===== src/hdl/lps_pkg.sv =====
// Package for the line pixel stepper: widths, command codes and the queue item.
// Used by every module of the block and by its port checker.
package lps_pkg;

    localparam int COORD_WIDTH   = 12;
    localparam int ERR_WIDTH     = COORD_WIDTH + 2;
    localparam int COLOUR_WIDTH  = 16;
    localparam int S_TDATA_WIDTH = ((4 * COORD_WIDTH + COLOUR_WIDTH + 7) / 8) * 8;
    localparam int M_TDATA_WIDTH = ((1 + 2 * COORD_WIDTH + COLOUR_WIDTH + 7) / 8) * 8;
    localparam int QUEUE_DEPTH   = 2;
    localparam int QPTR_WIDTH    = $clog2(QUEUE_DEPTH);

    typedef logic [COORD_WIDTH-1:0]        coord_t;
    typedef logic signed [ERR_WIDTH-1:0]   err_t;
    typedef logic [COLOUR_WIDTH-1:0]       colour_t;

    typedef enum logic
    {
        CMD_START = 1'b0,
        CMD_STEP  = 1'b1
    } cmd_t;

    // Decoded item handed from the front to the back
    typedef struct packed
    {
        cmd_t    cmd;
        coord_t  x0;
        coord_t  y0;
        coord_t  x1;
        coord_t  y1;
        coord_t  dx;
        coord_t  dy;
        logic    sxn;
        logic    syn;
        err_t    err0;
        colour_t colour;
    } lps_item_t;

endpackage


===== src/hdl/lps_front.sv =====
// Front end of the line pixel stepper: takes input transfers and decodes them.
// Start commands get their spans, step directions and initial error here. Uses lps_pkg.
module lps_front
(
    input  logic                                s_axis_tvalid,
    output logic                                s_axis_tready,
    // tdata: start_x, start_y, end_x, end_y, colour_in (low bits first)
    input  logic [lps_pkg::S_TDATA_WIDTH-1:0]   s_axis_tdata,
    // tuser: command
    input  logic                                s_axis_tuser,
    input  logic                                q_full,
    output logic                                q_push,
    output lps_pkg::lps_item_t                  q_item
);
    import lps_pkg::*;

    coord_t  x0, y0, x1, y1;
    coord_t  dx, dy;
    colour_t colour;

    assign x0     = s_axis_tdata[0*COORD_WIDTH +: COORD_WIDTH];
    assign y0     = s_axis_tdata[1*COORD_WIDTH +: COORD_WIDTH];
    assign x1     = s_axis_tdata[2*COORD_WIDTH +: COORD_WIDTH];
    assign y1     = s_axis_tdata[3*COORD_WIDTH +: COORD_WIDTH];
    assign colour = s_axis_tdata[4*COORD_WIDTH +: COLOUR_WIDTH];

    assign dx = (x1 >= x0) ? x1 - x0 : x0 - x1;
    assign dy = (y1 >= y0) ? y1 - y0 : y0 - y1;

    always_comb
    begin
        q_item.cmd    = cmd_t'(s_axis_tuser);
        q_item.x0     = x0;
        q_item.y0     = y0;
        q_item.x1     = x1;
        q_item.y1     = y1;
        q_item.dx     = dx;
        q_item.dy     = dy;
        q_item.sxn    = !(x0 < x1);
        q_item.syn    = !(y0 < y1);
        q_item.err0   = err_t'({2'b00, dx}) - err_t'({2'b00, dy});
        q_item.colour = colour;
    end

    assign s_axis_tready = !q_full;
    assign q_push        = s_axis_tvalid && !q_full;

endmodule


===== src/hdl/lps_queue.sv =====
// Short queue between the decode front and the stepping back end.
// Holds decoded items of type lps_item_t from lps_pkg.
module lps_queue
(
    input  logic               clk,
    input  logic               rst_n,
    input  logic               push,
    input  lps_pkg::lps_item_t push_item,
    output logic               full,
    output logic               pop_valid,
    input  logic               pop,
    output lps_pkg::lps_item_t pop_item
);
    import lps_pkg::*;

    lps_item_t                mem_reg [QUEUE_DEPTH];
    logic [QPTR_WIDTH-1:0]    wr_ptr_reg, wr_ptr_next;
    logic [QPTR_WIDTH-1:0]    rd_ptr_reg, rd_ptr_next;
    logic [QPTR_WIDTH:0]      count_reg, count_next;
    logic                     do_push, do_pop;

    assign full      = (count_reg == (QPTR_WIDTH + 1)'(QUEUE_DEPTH));
    assign pop_valid = (count_reg != '0);
    assign do_push   = push && !full;
    assign do_pop    = pop && pop_valid;
    assign pop_item  = mem_reg[rd_ptr_reg];

    always_comb
    begin
        wr_ptr_next = do_push ? wr_ptr_reg + 1'b1 : wr_ptr_reg;
        rd_ptr_next = do_pop  ? rd_ptr_reg + 1'b1 : rd_ptr_reg;
        count_next  = count_reg;
        if (do_push && !do_pop)
        begin
            count_next = count_reg + 1'b1;
        end
        else if (do_pop && !do_push)
        begin
            count_next = count_reg - 1'b1;
        end
    end

    always_ff @(posedge clk or negedge rst_n)
    begin
        if (!rst_n)
        begin
            wr_ptr_reg <= '0;
            rd_ptr_reg <= '0;
            count_reg  <= '0;
        end
        else
        begin
            wr_ptr_reg <= wr_ptr_next;
            rd_ptr_reg <= rd_ptr_next;
            count_reg  <= count_next;
        end
    end

    always_ff @(posedge clk)
    begin
        if (do_push)
        begin
            mem_reg[wr_ptr_reg] <= push_item;
        end
    end

endmodule


===== src/hdl/lps_back.sv =====
// Back end of the line pixel stepper: line state, Bresenham step and output register.
// Takes decoded items from lps_queue; uses lps_pkg.
module lps_back
(
    input  logic                               clk,
    input  logic                               rst_n,
    input  logic                               q_valid,
    output logic                               q_pop,
    input  lps_pkg::lps_item_t                 q_item,
    output logic                               m_axis_tvalid,
    input  logic                               m_axis_tready,
    // tdata: pixel_valid, pixel_x, pixel_y, pixel_colour (low bits first)
    output logic [lps_pkg::M_TDATA_WIDTH-1:0]  m_axis_tdata,
    // tlast: last_pixel
    output logic                               m_axis_tlast
);
    import lps_pkg::*;

    localparam int WIDE = ERR_WIDTH + 1;

    coord_t  cur_x_reg, cur_x_next;
    coord_t  cur_y_reg, cur_y_next;
    coord_t  tgt_x_reg, tgt_x_next;
    coord_t  tgt_y_reg, tgt_y_next;
    coord_t  dx_reg, dx_next;
    coord_t  dy_reg, dy_next;
    logic    sxn_reg, sxn_next;
    logic    syn_reg, syn_next;
    err_t    err_reg, err_next;
    colour_t colour_reg, colour_next;
    logic    busy_reg, busy_next;

    logic    out_valid_reg;
    logic    pix_valid_reg, pix_valid_next;
    coord_t  pix_x_reg, pix_x_next;
    coord_t  pix_y_reg, pix_y_next;
    colour_t pix_colour_reg, pix_colour_next;
    logic    pix_last_reg, pix_last_next;

    logic signed [WIDE-1:0] e2, neg_dy, pos_dx, err_wide, err_sum;
    logic                   take_x, take_y;
    coord_t                 step_x, step_y;
    logic                   at_end;

    assign q_pop = q_valid && (!out_valid_reg || m_axis_tready);

    // Error rule: both tests use the doubled error from before the step
    assign e2       = {err_reg, 1'b0};
    assign neg_dy   = -$signed({2'b00, dy_reg});
    assign pos_dx   = $signed({2'b00, dx_reg});
    assign err_wide = {err_reg[ERR_WIDTH-1], err_reg};
    assign take_x   = e2 > neg_dy;
    assign take_y   = e2 < pos_dx;
    assign err_sum  = err_wide - (take_x ? $signed({2'b00, dy_reg}) : '0)
                               + (take_y ? pos_dx : '0);
    assign step_x   = take_x ? (sxn_reg ? cur_x_reg - 1'b1 : cur_x_reg + 1'b1) : cur_x_reg;
    assign step_y   = take_y ? (syn_reg ? cur_y_reg - 1'b1 : cur_y_reg + 1'b1) : cur_y_reg;

    always_comb
    begin
        cur_x_next      = cur_x_reg;
        cur_y_next      = cur_y_reg;
        tgt_x_next      = tgt_x_reg;
        tgt_y_next      = tgt_y_reg;
        dx_next         = dx_reg;
        dy_next         = dy_reg;
        sxn_next        = sxn_reg;
        syn_next        = syn_reg;
        err_next        = err_reg;
        colour_next     = colour_reg;
        busy_next       = busy_reg;
        pix_valid_next  = pix_valid_reg;
        pix_x_next      = pix_x_reg;
        pix_y_next      = pix_y_reg;
        pix_colour_next = pix_colour_reg;
        pix_last_next   = pix_last_reg;
        at_end          = 1'b0;

        if (q_pop)
        begin
            unique case (q_item.cmd)
                CMD_START:
                begin
                    // drop any running line
                    at_end          = (q_item.x0 == q_item.x1) && (q_item.y0 == q_item.y1);
                    cur_x_next      = q_item.x0;
                    cur_y_next      = q_item.y0;
                    tgt_x_next      = q_item.x1;
                    tgt_y_next      = q_item.y1;
                    dx_next         = q_item.dx;
                    dy_next         = q_item.dy;
                    sxn_next        = q_item.sxn;
                    syn_next        = q_item.syn;
                    err_next        = q_item.err0;
                    colour_next     = q_item.colour;
                    busy_next       = !at_end;
                    pix_valid_next  = 1'b1;
                    pix_x_next      = q_item.x0;
                    pix_y_next      = q_item.y0;
                    pix_colour_next = q_item.colour;
                    pix_last_next   = at_end;
                end
                CMD_STEP:
                begin
                    if (busy_reg)
                    begin
                        at_end          = (step_x == tgt_x_reg) && (step_y == tgt_y_reg);
                        cur_x_next      = step_x;
                        cur_y_next      = step_y;
                        err_next        = err_sum[ERR_WIDTH-1:0];
                        busy_next       = !at_end;
                        pix_valid_next  = 1'b1;
                        pix_x_next      = step_x;
                        pix_y_next      = step_y;
                        pix_colour_next = colour_reg;
                        pix_last_next   = at_end;
                    end
                    else
                    begin
                        pix_valid_next  = 1'b0;
                        pix_x_next      = '0;
                        pix_y_next      = '0;
                        pix_colour_next = '0;
                        pix_last_next   = 1'b0;
                    end
                end
                default:
                begin
                    pix_valid_next = 1'b0;
                end
            endcase
        end
    end

    always_ff @(posedge clk or negedge rst_n)
    begin
        if (!rst_n)
        begin
            busy_reg      <= 1'b0;
            out_valid_reg <= 1'b0;
        end
        else
        begin
            busy_reg <= busy_next;
            if (q_pop)
            begin
                out_valid_reg <= 1'b1;
            end
            else if (m_axis_tready)
            begin
                out_valid_reg <= 1'b0;
            end
        end
    end

    always_ff @(posedge clk)
    begin
        cur_x_reg      <= cur_x_next;
        cur_y_reg      <= cur_y_next;
        tgt_x_reg      <= tgt_x_next;
        tgt_y_reg      <= tgt_y_next;
        dx_reg         <= dx_next;
        dy_reg         <= dy_next;
        sxn_reg        <= sxn_next;
        syn_reg        <= syn_next;
        err_reg        <= err_next;
        colour_reg     <= colour_next;
        pix_valid_reg  <= pix_valid_next;
        pix_x_reg      <= pix_x_next;
        pix_y_reg      <= pix_y_next;
        pix_colour_reg <= pix_colour_next;
        pix_last_reg   <= pix_last_next;
    end

    assign m_axis_tvalid = out_valid_reg;
    assign m_axis_tlast  = pix_last_reg;
    assign m_axis_tdata  = M_TDATA_WIDTH'({pix_colour_reg, pix_y_reg, pix_x_reg, pix_valid_reg});

endmodule


===== src/hdl/line_pixel_stepper.sv =====
// Line pixel stepper: Bresenham line rasterizer for all octants.
// The slave stream carries commands in tuser: a start (tuser 0) loads both
// endpoints and the colour from tdata and yields the first pixel; a step
// (tuser 1) yields the next pixel along the line. Every input transfer gives
// exactly one output transfer, in order. The output tdata carries a pixel
// valid flag, x, y and colour; tlast marks the pixel at the end point, after
// which the block is idle and a step gives an all-zero result. A start while
// a line runs drops that line.
// The result passes through two registers, the decode queue and then the output
// register, before it shows on the master side.
// Throughput: one item per clock, set by the error update in the
// back end; the two-entry queue and the output register keep it going while
// neither side stalls.
// When the receiver stalls the output register holds its result, the queue
// fills, and s_axis_tready drops once both queue entries are taken.
// Reset clears the queue, the output valid flag and the busy flag: the block
// starts idle.
// Depends on lps_pkg, lps_front, lps_queue and lps_back.
module line_pixel_stepper
(
    input  logic                               clk,
    input  logic                               rst_n,
    input  logic                               s_axis_tvalid,
    output logic                               s_axis_tready,
    // tdata: start_x, start_y, end_x, end_y, colour_in (low bits first)
    input  logic [lps_pkg::S_TDATA_WIDTH-1:0]  s_axis_tdata,
    // tuser: command
    input  logic                               s_axis_tuser,
    output logic                               m_axis_tvalid,
    input  logic                               m_axis_tready,
    // tdata: pixel_valid, pixel_x, pixel_y, pixel_colour (low bits first)
    output logic [lps_pkg::M_TDATA_WIDTH-1:0]  m_axis_tdata,
    // tlast: last_pixel
    output logic                               m_axis_tlast
);
    import lps_pkg::*;

    logic      q_full, q_push, q_valid, q_pop;
    lps_item_t push_item, pop_item;

    lps_front u_front
    (
        .s_axis_tvalid (s_axis_tvalid),
        .s_axis_tready (s_axis_tready),
        .s_axis_tdata  (s_axis_tdata),
        .s_axis_tuser  (s_axis_tuser),
        .q_full        (q_full),
        .q_push        (q_push),
        .q_item        (push_item)
    );

    lps_queue u_queue
    (
        .clk       (clk),
        .rst_n     (rst_n),
        .push      (q_push),
        .push_item (push_item),
        .full      (q_full),
        .pop_valid (q_valid),
        .pop       (q_pop),
        .pop_item  (pop_item)
    );

    lps_back u_back
    (
        .clk           (clk),
        .rst_n         (rst_n),
        .q_valid       (q_valid),
        .q_pop         (q_pop),
        .q_item        (pop_item),
        .m_axis_tvalid (m_axis_tvalid),
        .m_axis_tready (m_axis_tready),
        .m_axis_tdata  (m_axis_tdata),
        .m_axis_tlast  (m_axis_tlast)
    );

endmodule


===== config.mk =====
export PLATFORM = sky130hd
export DESIGN_NAME = line_pixel_stepper
export DESIGN_NICKNAME = d
export VERILOG_FILES = /design/src/hdl/lps_pkg.sv /design/src/hdl/lps_front.sv /design/src/hdl/lps_queue.sv /design/src/hdl/lps_back.sv /design/src/hdl/line_pixel_stepper.sv
export SDC_FILE = /design/constraint.sdc
export NUM_CORES = 1
export LEC_CHECK = 0
export CORE_MARGIN = 2
export CORE_UTILIZATION = 65
export DETAILED_ROUTE_END_ITERATION = 7
export DONT_BUFFER_PORTS = 1
export PLACE_DENSITY = 0.81
export SETUP_SLACK_MARGIN = 0.1
export SYNTH_ARGS = -nofsm -noshare
export SYNTH_HDL_FRONTEND = slang
export SYNTH_SLANG_ARGS = --single-unit

===== constraint.sdc =====
create_clock -name clk -period 8.8 [get_ports clk]
set_input_delay 1.76 -clock clk [delete_from_list [all_inputs] [get_ports clk]]
set_output_delay 1.76 -clock clk [all_outputs]
set_load 0.03 [all_outputs]

# Word-level counts from Yosys, hierarchy flattened
# Memory sizes are Yosys's and may differ from the RTL's.
# Cells that the tools add are included.
# classes
n_eq_ne,6
add_sub_neg,16
mux,32
reduce_logical,22
magnitude_cmp,6
n_bitwise,1
# ops
operator,n
12-bit two-way mux,12
12-bit case mux with 2 select lines,4
12-bit == test,4
12-bit subtractor,4
16-bit case mux with 2 select lines,1
14-bit case mux with 2 select lines,1
"12-bit by 1-bit adder with 12-bit output, second input constant",2
12-bit greater-or-equal comparator,2
12-bit < comparator,2
"12-bit by 1-bit subtractor with 12-bit output, second input constant",2
16-bit two-way mux,1
15-bit greater-than comparator,1
15-bit by 13-bit < comparator with 1-bit output,1
12-bit negation with 15-bit output,1
14-bit adder,1
14-bit two-way mux,1
14-bit by 12-bit subtractor with 14-bit output,1
12-bit by 12-bit subtractor with 13-bit output,1
1-bit logical AND,8
1-bit zero test,8
1-bit two-way mux,7
1-bit case mux with 2 select lines,3
2-bit nonzero test,3
2-bit two-way mux,2
other kinds (8),10
# word_totals
elab_cells,104
output_inout_bits,51
regBits,152
memories,1
input_bits,69
ram_bits,210
# memory_table
memory,depth,word_bits,rd,rd_clocked_by_memory_dff,wr,line,text
u_queue.mem_reg,2,105,1,0,1,lps_queue.sv:16,lps_item_t mem_reg [QUEUE_DEPTH];

# Depth between registers and ports, before layout
# Gate-level depths: netlist of the first run.
# depth
word_depth,8
depth_mapped,32
mapped_depth_nobuf,28

# Modules after synthesis
# A second synthesis of the first run with hierarchy kept.
# hier_totals
cells_unflattened,1645
area_unflattened_um2,20574.7
# modules_own_cells
module,cells_each,seq_area_each_um2,area_per_inst_um2,instances
lps_back,822,4434.3,9247.6,1
lps_queue,346,6406.1,7933.9,1
lps_front,477,0.0,3393.3,1

# Worst setup path before layout of the first run
# OpenSTA, ideal clock, no wires.
# synth_path
kind,in2reg
from,in s_axis_tvalid
to,"mem u_queue.mem_reg[0][0] (netlist bit), enable pin"
n_path_buf,0
t_arrival_ps,6189
setup_time_ps,568
t_required_ps,8232
slack_ps,2043
stages,2
path_cell_list,nand2_1 > nor2_1
# synth_via
elab_chain_cells,4
# synth_rtl
item,line,text
"start, declared",line_pixel_stepper.sv:23,"input logic s_axis_tvalid,"
1-bit logical AND,lps_front.sv:46,assign q_push = s_axis_tvalid && !q_full;
1-bit logical AND,lps_queue.sv:24,assign do_push = push && !full;
1-bit two-way mux,lps_queue.sv:61,if (do_push)
1-bit two-way mux (implied by the code),lps_queue.sv:63,mem_reg[wr_ptr_reg] <= push_item;
"end, declared",lps_queue.sv:16,
# Every way passes these cells.

# Worst setup path in the final report of the first run
# layout_path
from,reg u_back.dy_reg[4]
to,"reg u_back.err_reg[11], data pin"
# layout_via
elab_chain_cells,7
# layout_rtl
item,line,text
"start, declared",lps_back.sv:26,"coord_t dy_reg, dy_next;"
"start signal, assigned",lps_back.sv:163,dy_reg <= dy_next;
12-bit negation with 15-bit output,lps_back.sv:49,"assign neg_dy = -$signed({2'b00, dy_reg});"
15-bit greater-than comparator,lps_back.sv:52,assign take_x = e2 > neg_dy;
12-bit two-way mux (*),lps_back.sv:54,"assign err_sum = err_wide - (take_x ? $signed({2'b00, dy_reg}) : '0)"
14-bit by 12-bit subtractor with 14-bit output (*),lps_back.sv:54,
14-bit adder (*),lps_back.sv:55,+ (take_y ? pos_dx : '0);
14-bit two-way mux (*),lps_back.sv:105,if (busy_reg)
14-bit case mux with 2 select lines (*),lps_back.sv:81,unique case (q_item.cmd)
"end signal, assigned",lps_back.sv:166,err_reg <= err_next;
"end, declared",lps_back.sv:29,"err_t err_reg, err_next;"
# Every way passes the cells marked *; elsewhere a longest branch is shown, timed or not. The select of a mux whose other input is x is not followed.
# A chain may end at the register's enable or synchronous reset.

==> impl_metrics.toml, run 1 <==
[timing]
relSlewSlack_pct = 30.92
slew_violations = 0
final.min_clock_period_ns = 6.538
worstMarginPinSlew_ns = 1.034
setup_viol = 0
rsz0062_at_grt = "no"
hold_viol = 0
min_period_over_period_pct = 74.29
finalSetupTns_ns = 0
clock_skew_ns = 0.01498
fmax_mhz = 153.0

[grt]
grt_pass1_wl_mm = 69.68
grt_pass1_vias = 12531
antenna_found_initial = 1
overflow = 0
track_usage_pct = 28.85
grt_max_degree = 72

[setup_path]
critPathArrivalTime_ns = 6.77
cp_max_fo = 13
reg2reg_depth = 25
path_depth = 25
worst_path_largest_cell_delay_ns = 0.57
rr_endpoint = "u_back.err_reg[11]"
cp-end-kind = "flop"
slowest_stage = "fa_1"
crit_required_ns = 9.03
cp-endpoint = "u_back.err_reg[11]"
r2r_slack_ns = 2.26
crit_top_cell = "a21oi_1"
cp_top_family = "compound AO/OA/AOI/OAI gates"
crit_type = "flop to flop"
startpoint = "u_back.dy_reg[4]"
worst-path-buf-inv = 1
startpoint_type = "flop"
r2r-start = "u_back.dy_reg[4]"

[synthesis]
synthCells = 1610
seq_area_frac_synth_pct = 54.72
synth-edff-count = 354
synth_seq_cells = 360
synthTopCellsByCount = "edfxtp_1 (354), inv_1 (154), ha_1 (122)"
synth_area_sq_um = 19700
synthArstFlopShare_pct = 1.667
synth-main-ff-cell = "edfxtp_1"
synth_area_leader_cell = "edfxtp_1"
yosysWarnings = 0
synth_cell_types = 72
synth.top_cell.area_share_pct = 53.96
synth_area_leaders = "edfxtp_1 (54%), ha_1 (7.7%), mux2_2 (5.3%), xnor2_1 (3.4%), inv_1 (2.9%)"
avgSynthCellArea_sq_um = 12.24
synth.most_common_cell = "edfxtp_1"

[finish]
largest_reg_flops = 208
syn_to_final_growth_pct = 8.085
drive_gt1_share_pct = 10.49
nets = 1823
multi_input_area_sq_um = 8154
seq_area_sq_um = 10780
finalNonFillerCells = 2031
utilization_pct = 71.66
fillers = 1970

[clock_network]
insertion_delay_ns = 0.52
path_clk_slew_ns = 0.06
ctsLongestPathBuffers = 3
post_cts_buffers = 0
cts_hold_buf = 0
cts_root_buffer = "clkbuf_16"
cts_tree = "done"
clkSinkCount = 360
cts_buffers = 38
cts-resized-gates = 0
htree_levels = 2

[die]
core_area_sq_um = 29720
core.rowCount = 63
start_util_pct = 66.30
die_y_um = 178.1
dieWidth_um = 178.1
die-area_sq_um = 31720
pin_count = 120

[detailed_routing]
wl_mm = 44.87
viasPerCell = 6.176
drtPass1Iterations = 5
drc = 0
drt_iter0_drc = 1089
met1_length_mm = 18.36
route.met2.wl_mm = 22.13
met3_length_mm = 3.265
routedWlPerCell_um = 22.09
postRouteAntennaNets = 0
vias = 12543
dr.max_layer_used = "met5"

[min_path]
hold_path.class = "flop to flop"

[power]
powerDensity_nw_per_um2 = 434.1
irDropWorstVdd_mv = 0.2069
p_leak_nw = 8.355
power_w = 0.009243

[status]
outcome = "complete, no violations"

[placed_design]
gp_congestion = 0.9200
portBuffers = 0
dpl.hpwl_mm = 32.31
numPlacedInstances = 1963

[flow_run]
cap_viol_max_count = 0
cells in the final DEF (no fill, tap or decap), types with 5 or more instances in the layout:
cell type and n:
a211oi_1 13, a21boi_0 10, a21o_1 30, a21oi_1 77, a221oi_1 5, a31oi_1 9, and2_1 29, and3_1 6
buf_4 11, clkbuf_1 9, clkbuf_16 39, conb_1 7, dfrtp_1 5, edfxtp_1 354, fa_1 19, ha_1 122
inv_1 153, mux2_2 93, mux2i_1 37, nand2_1 115, nand2b_1 13, nand3_1 29, nand4_1 11, nor2_1 79
nor2b_1 23, nor3_1 16, nor4_1 5, o2111ai_1 5, o211ai_1 8, o21a_1 8, o21ai_0 60, o21ai_1 8
o21bai_1 13, o31ai_1 5, or3_1 9, xnor2_1 76, xor2_1 48
metal layers:
metal  global-route usage, %  up-vias
met5                       0        -
met4                   7.923        2
met3                   5.200       83
met2                   49.24      464
met1                   38.14     6196
li1                        -     5798
worst min path at each step:
stage / depth (start not counted) / endpoint / from
6_report: 1 / u_back.dx_reg[3] / u_queue.mem_reg[1][47]
5_1_grt: 1 / u_back.dx_reg[0] / u_queue.mem_reg[0][44]
4_1_cts: 1 / u_back.dy_reg[8] / u_queue.mem_reg[1][40]
3_5_place_dp: 1 / u_queue.count_reg[1] / u_queue.count_reg[1]
3_3_place_gp: 1 / u_queue.count_reg[1] / u_queue.count_reg[1]
2_1_floorplan: 1 / u_queue.wr_ptr_reg / u_queue.wr_ptr_reg
worst reg2reg max path, stage by stage (launching register included):
cell	delay (ns)
edfxtp_1	0.43
nor4_1	0.45
nand2b_1	0.13
nor2_1	0.14
nand2_1	0.15
o41ai_1	0.28
o21ai_0	0.15
ha_1	0.30
o21a_1	0.19
a211oi_1	0.39
a21bo_1	0.21
and2_1	0.47
nor2_1	0.13
fa_1	0.57
inv_1	0.06
ha_1	0.28
a21o_1	0.18
a21oi_1	0.22
o21ai_0	0.12
a21oi_1	0.26
o21ai_0	0.24
a21boi_0	0.36
o21bai_1	0.12
a21oi_1	0.19
xor2_1	0.17
a21oi_1	0.08
layout make-up:
type	instances	area share, %
antenna	1	0.01175
tap	390	2.292
inverter	154	2.715
timing repair buffer	11	0.3878
sequential	360	50.64
clock inverter	19	0.9166
clock buffer	48	4.742
multi-input combinational	1048	38.29
cell families after synthesis:
group	count (synthesis)	share of synthesized area, %
simple gates	356	8.707
mux	132	7.303
buf+inv	208	4.211
compound gates	284	9.374
other cells	1	0.01903
flops	360	54.72
fa+ha+maj	141	9.679
xor+xnor	128	5.989
power breakdown:
part	internal, W	total [W]	leakage (nW)	switching (W)
sequential	0.00280	0.00340	3.39	0.000599
clock	0.000908	0.00156	0.578	0.000656
combinational	0.00174	0.00428	4.39	0.00253
through the flow:
stage	hold slack (ns)	setup slack [ns]	area (sq um)
floorplan	0.4608	2.043	19720
global placement	0.5032	2.511	20090
detailed placement	0.5300	2.190	20090
CTS	0.5494	2.344	21290
global route	0.5640	1.744	21290
finish	0.5423	2.262	21290
Power figures use the tool's default switching activity.
==> run 2, diff against run 1 <==
--- a/config.mk
+++ b/config.mk
@@ -6,10 +6,10 @@
 export NUM_CORES = 1
 export LEC_CHECK = 0
 export CORE_MARGIN = 2
-export CORE_UTILIZATION = 65
+export CORE_UTILIZATION = 58
 export DETAILED_ROUTE_END_ITERATION = 7
 export DONT_BUFFER_PORTS = 1
-export PLACE_DENSITY = 0.81
+export PLACE_DENSITY = 0.76
 export SETUP_SLACK_MARGIN = 0.1
 export SYNTH_ARGS = -nofsm -noshare
 export SYNTH_HDL_FRONTEND = slang
==> constraint.sdc (replaced) <==
create_clock -name clk -period 6 [get_ports clk]
set_input_delay 1.2 -clock clk [delete_from_list [all_inputs] [get_ports clk]]
set_output_delay 1.2 -clock clk [all_outputs]
set_load 0.03 [all_outputs]
==> run 2 against run 1 <==
Sequential share of layout area shrank 0.60 points. Non-clock buffer count rose by 7. Worst setup slack got worse by 1.8 ns. Flip-flop and latch count unchanged. Worst hold slack worse by 0.20 ns. Sequential power grew 46%. Critical path type unchanged. Largest power group unchanged.
==> impl_metrics.toml, run 2 (synthesis gave the netlist of run 1 again) <==
[status]
outcome = "complete, no violations"

[setup_path]
path_depth = 25
startpoint_type = "flop"
slowest_stage = "fa_1"
worst_path_largest_cell_delay_ns = 0.56
crit_required_ns = 6.25
crit_type = "flop to flop"
critPathArrivalTime_ns = 5.81
cp-end-kind = "flop"
worst-path-buf-inv = 1
cp_top_family = "compound AO/OA/AOI/OAI gates"
cp_max_fo = 5
crit_top_cell = "o21ai_0"
reg2reg_depth = 25

[finish]
final_cell_mix = "edfxtp_1 (354), inv_1 (153), ha_1 (122)"
layout_commonest_cell = "edfxtp_1"
nets = 1831
finalNonFillerCells = 2096
syn_to_final_growth_pct = 9.374
diodes = 0
largest_reg_flops = 208
drive_gt1_share_pct = 11.83

[min_path]
hold_path.class = "input pin to asynchronous set/reset pin"

[placed_design]
dp_slack_ns = 0.1043
gp_congestion = 0.9100
numPlacedInstances = 2025
portBuffers = 0
dpl.hpwl_mm = 31.42

[power]
intPower_w = 0.008171
p_leak_nw = 8.460
power_switching_w = 0.005580
swShare_pct = 40.58
clock_power_share_pct = 17.3
power_frac_seq_pct = 36.1
powerDensity_nw_per_um2 = 638.1
irDropWorstVdd_mv = 0.2988
comb_power_share_pct = 46.6

[die]
dieWidth_um = 188.3
die-area_sq_um = 35460
core.rowCount = 67
die_y_um = 188.3
start_util_pct = 58.75
pin_count = 120
core_area_sq_um = 33530

[detailed_routing]
drc = 0
postRouteAntennaNets = 0
drt_iter0_drc = 956
drtPass1Iterations = 6
wl_mm = 44.17
viasPerCell = 5.857
vias = 12276
routedWlPerCell_um = 21.07

[grt]
antenna_found_initial = 1
grt_pass1_wl_mm = 68.79
overflow = 0
grt_max_degree = 69
grt_pass1_vias = 12175
track_usage_pct = 25.15

[timing]
worstMarginPinSlew_ns = 1.024
finalSetupTns_ns = 0
setup_viol = 0
slew_violations = 0
final.min_clock_period_ns = 5.557
rsz0062_at_grt = "no"
clock_skew_ns = 0.02459
min_period_over_period_pct = 92.61
setup_slack_ns = 0.4433
fmax_mhz = 180.0
hold_viol = 0
relSlewSlack_pct = 31.71

[clock_network]
path_clk_slew_ns = 0.06
cts_tree = "done"
insertion_delay_ns = 0.55
ctsLongestPathBuffers = 3
clkSinkCount = 360
htree_levels = 2
cts_buffers = 39
cts_hold_buf = 0
cts_root_buffer = "clkbuf_16"

[flow_run]
cap_viol_max_count = 0
[run 2: cell count changes in the layout (fill, tap and decap cells not counted), moves of 4 or more]
cell,delta
o21ai_0,-4
buf_4,+6
clkbuf_1,-6
clkbuf_8,+4
clkinv_2,+6
[run 2: worst paths after layout]
check / startpoint / endpoint / slack (ns)
max in group asynchronous: rst_n / u_queue.rd_ptr_reg / 5.57
min in group clk: u_queue.count_reg[1] / u_queue.count_reg[1] / 0.54
worst max register to register: u_back.dy_reg[4] / u_back.err_reg[13] / 0.44
worst min register to register: u_queue.count_reg[1] / u_queue.count_reg[1] / 0.54
worst max-delay path: u_back.dy_reg[4] / u_back.err_reg[13] / 0.44
worst min-delay path: rst_n / u_queue.count_reg[0] / 0.35
[run 2: worst register-to-register path: stages, from the launching register on]
cell	delay (ns)
edfxtp_1	0.44
nor4_4	0.31
nand2b_1	0.10
nor2_1	0.14
nand2_1	0.13
o41ai_1	0.24
o21ai_0	0.16
ha_1	0.31
o21a_1	0.20
a211oi_2	0.25
a21bo_1	0.17
and2_2	0.22
nor2_1	0.08
fa_1	0.56
inv_1	0.06
ha_1	0.28
a21o_1	0.19
a21oi_2	0.17
o21ai_0	0.12
a21oi_2	0.24
o21ai_2	0.14
a21boi_2	0.19
o21ai_0	0.10
a31oi_1	0.24
xnor2_1	0.15
a21oi_1	0.08
[run 2: metal layers]
metal,GRT usage (%),wire (um)
met2,40.69,20790
met1,34.35,19200
met4,7.001,942
met3,5.811,3231
met5,0,0
[run 2: final cells by class]
type / count / area, sq um
clock buffer: 48 / 1092
clock inverter: 20 / 183.9
fill: 2530 / 11980
inverter: 154 / 578.1
multi-input combinational: 1048 / 8202
sequential: 360 / 10780
tap: 448 / 560.5
timing repair buffer: 18 / 147.6
[run 2: power by group through the flow]
stage / Sequential, W / Clock, W / Combinational (W)
6_report: 0.00496 / 0.00237 / 0.00641
3_5_place_dp: 0.00500 / 0 / 0.00617
5_1_grt: 0.00505 / 0.00252 / 0.00709
3_3_place_gp: 0.00497 / 0 / 0.00603
4_1_cts: 0.00496 / 0.00241 / 0.00625
2_1_floorplan: 0.00478 / 0 / 0.00481
[run 2: metrics by stage]
| stage | hold slack [ns] | util, % | total power [W] | cell area (sq um) |
|---|---|---|---|---|
| floorplan | 0.4788 | - | 0.009588 | 19740 |
| global placement | 0.5033 | 60.26 | 0.01100 | 20210 |
| detailed placement | 0.5178 | 60.26 | 0.01117 | 20210 |
| CTS | 0.3264 | 64.07 | 0.01363 | 21480 |
| global route | 0.3234 | 64.26 | 0.01465 | 21550 |
| finish | 0.3471 | 64.26 | 0.01375 | 21550 |
[run 2: repair_timing]
action                                  4_1_cts  5_1_grt
buffers inserted                              0        3
endpoints found under the setup margin        2        6
gates resized for setup                       1       14
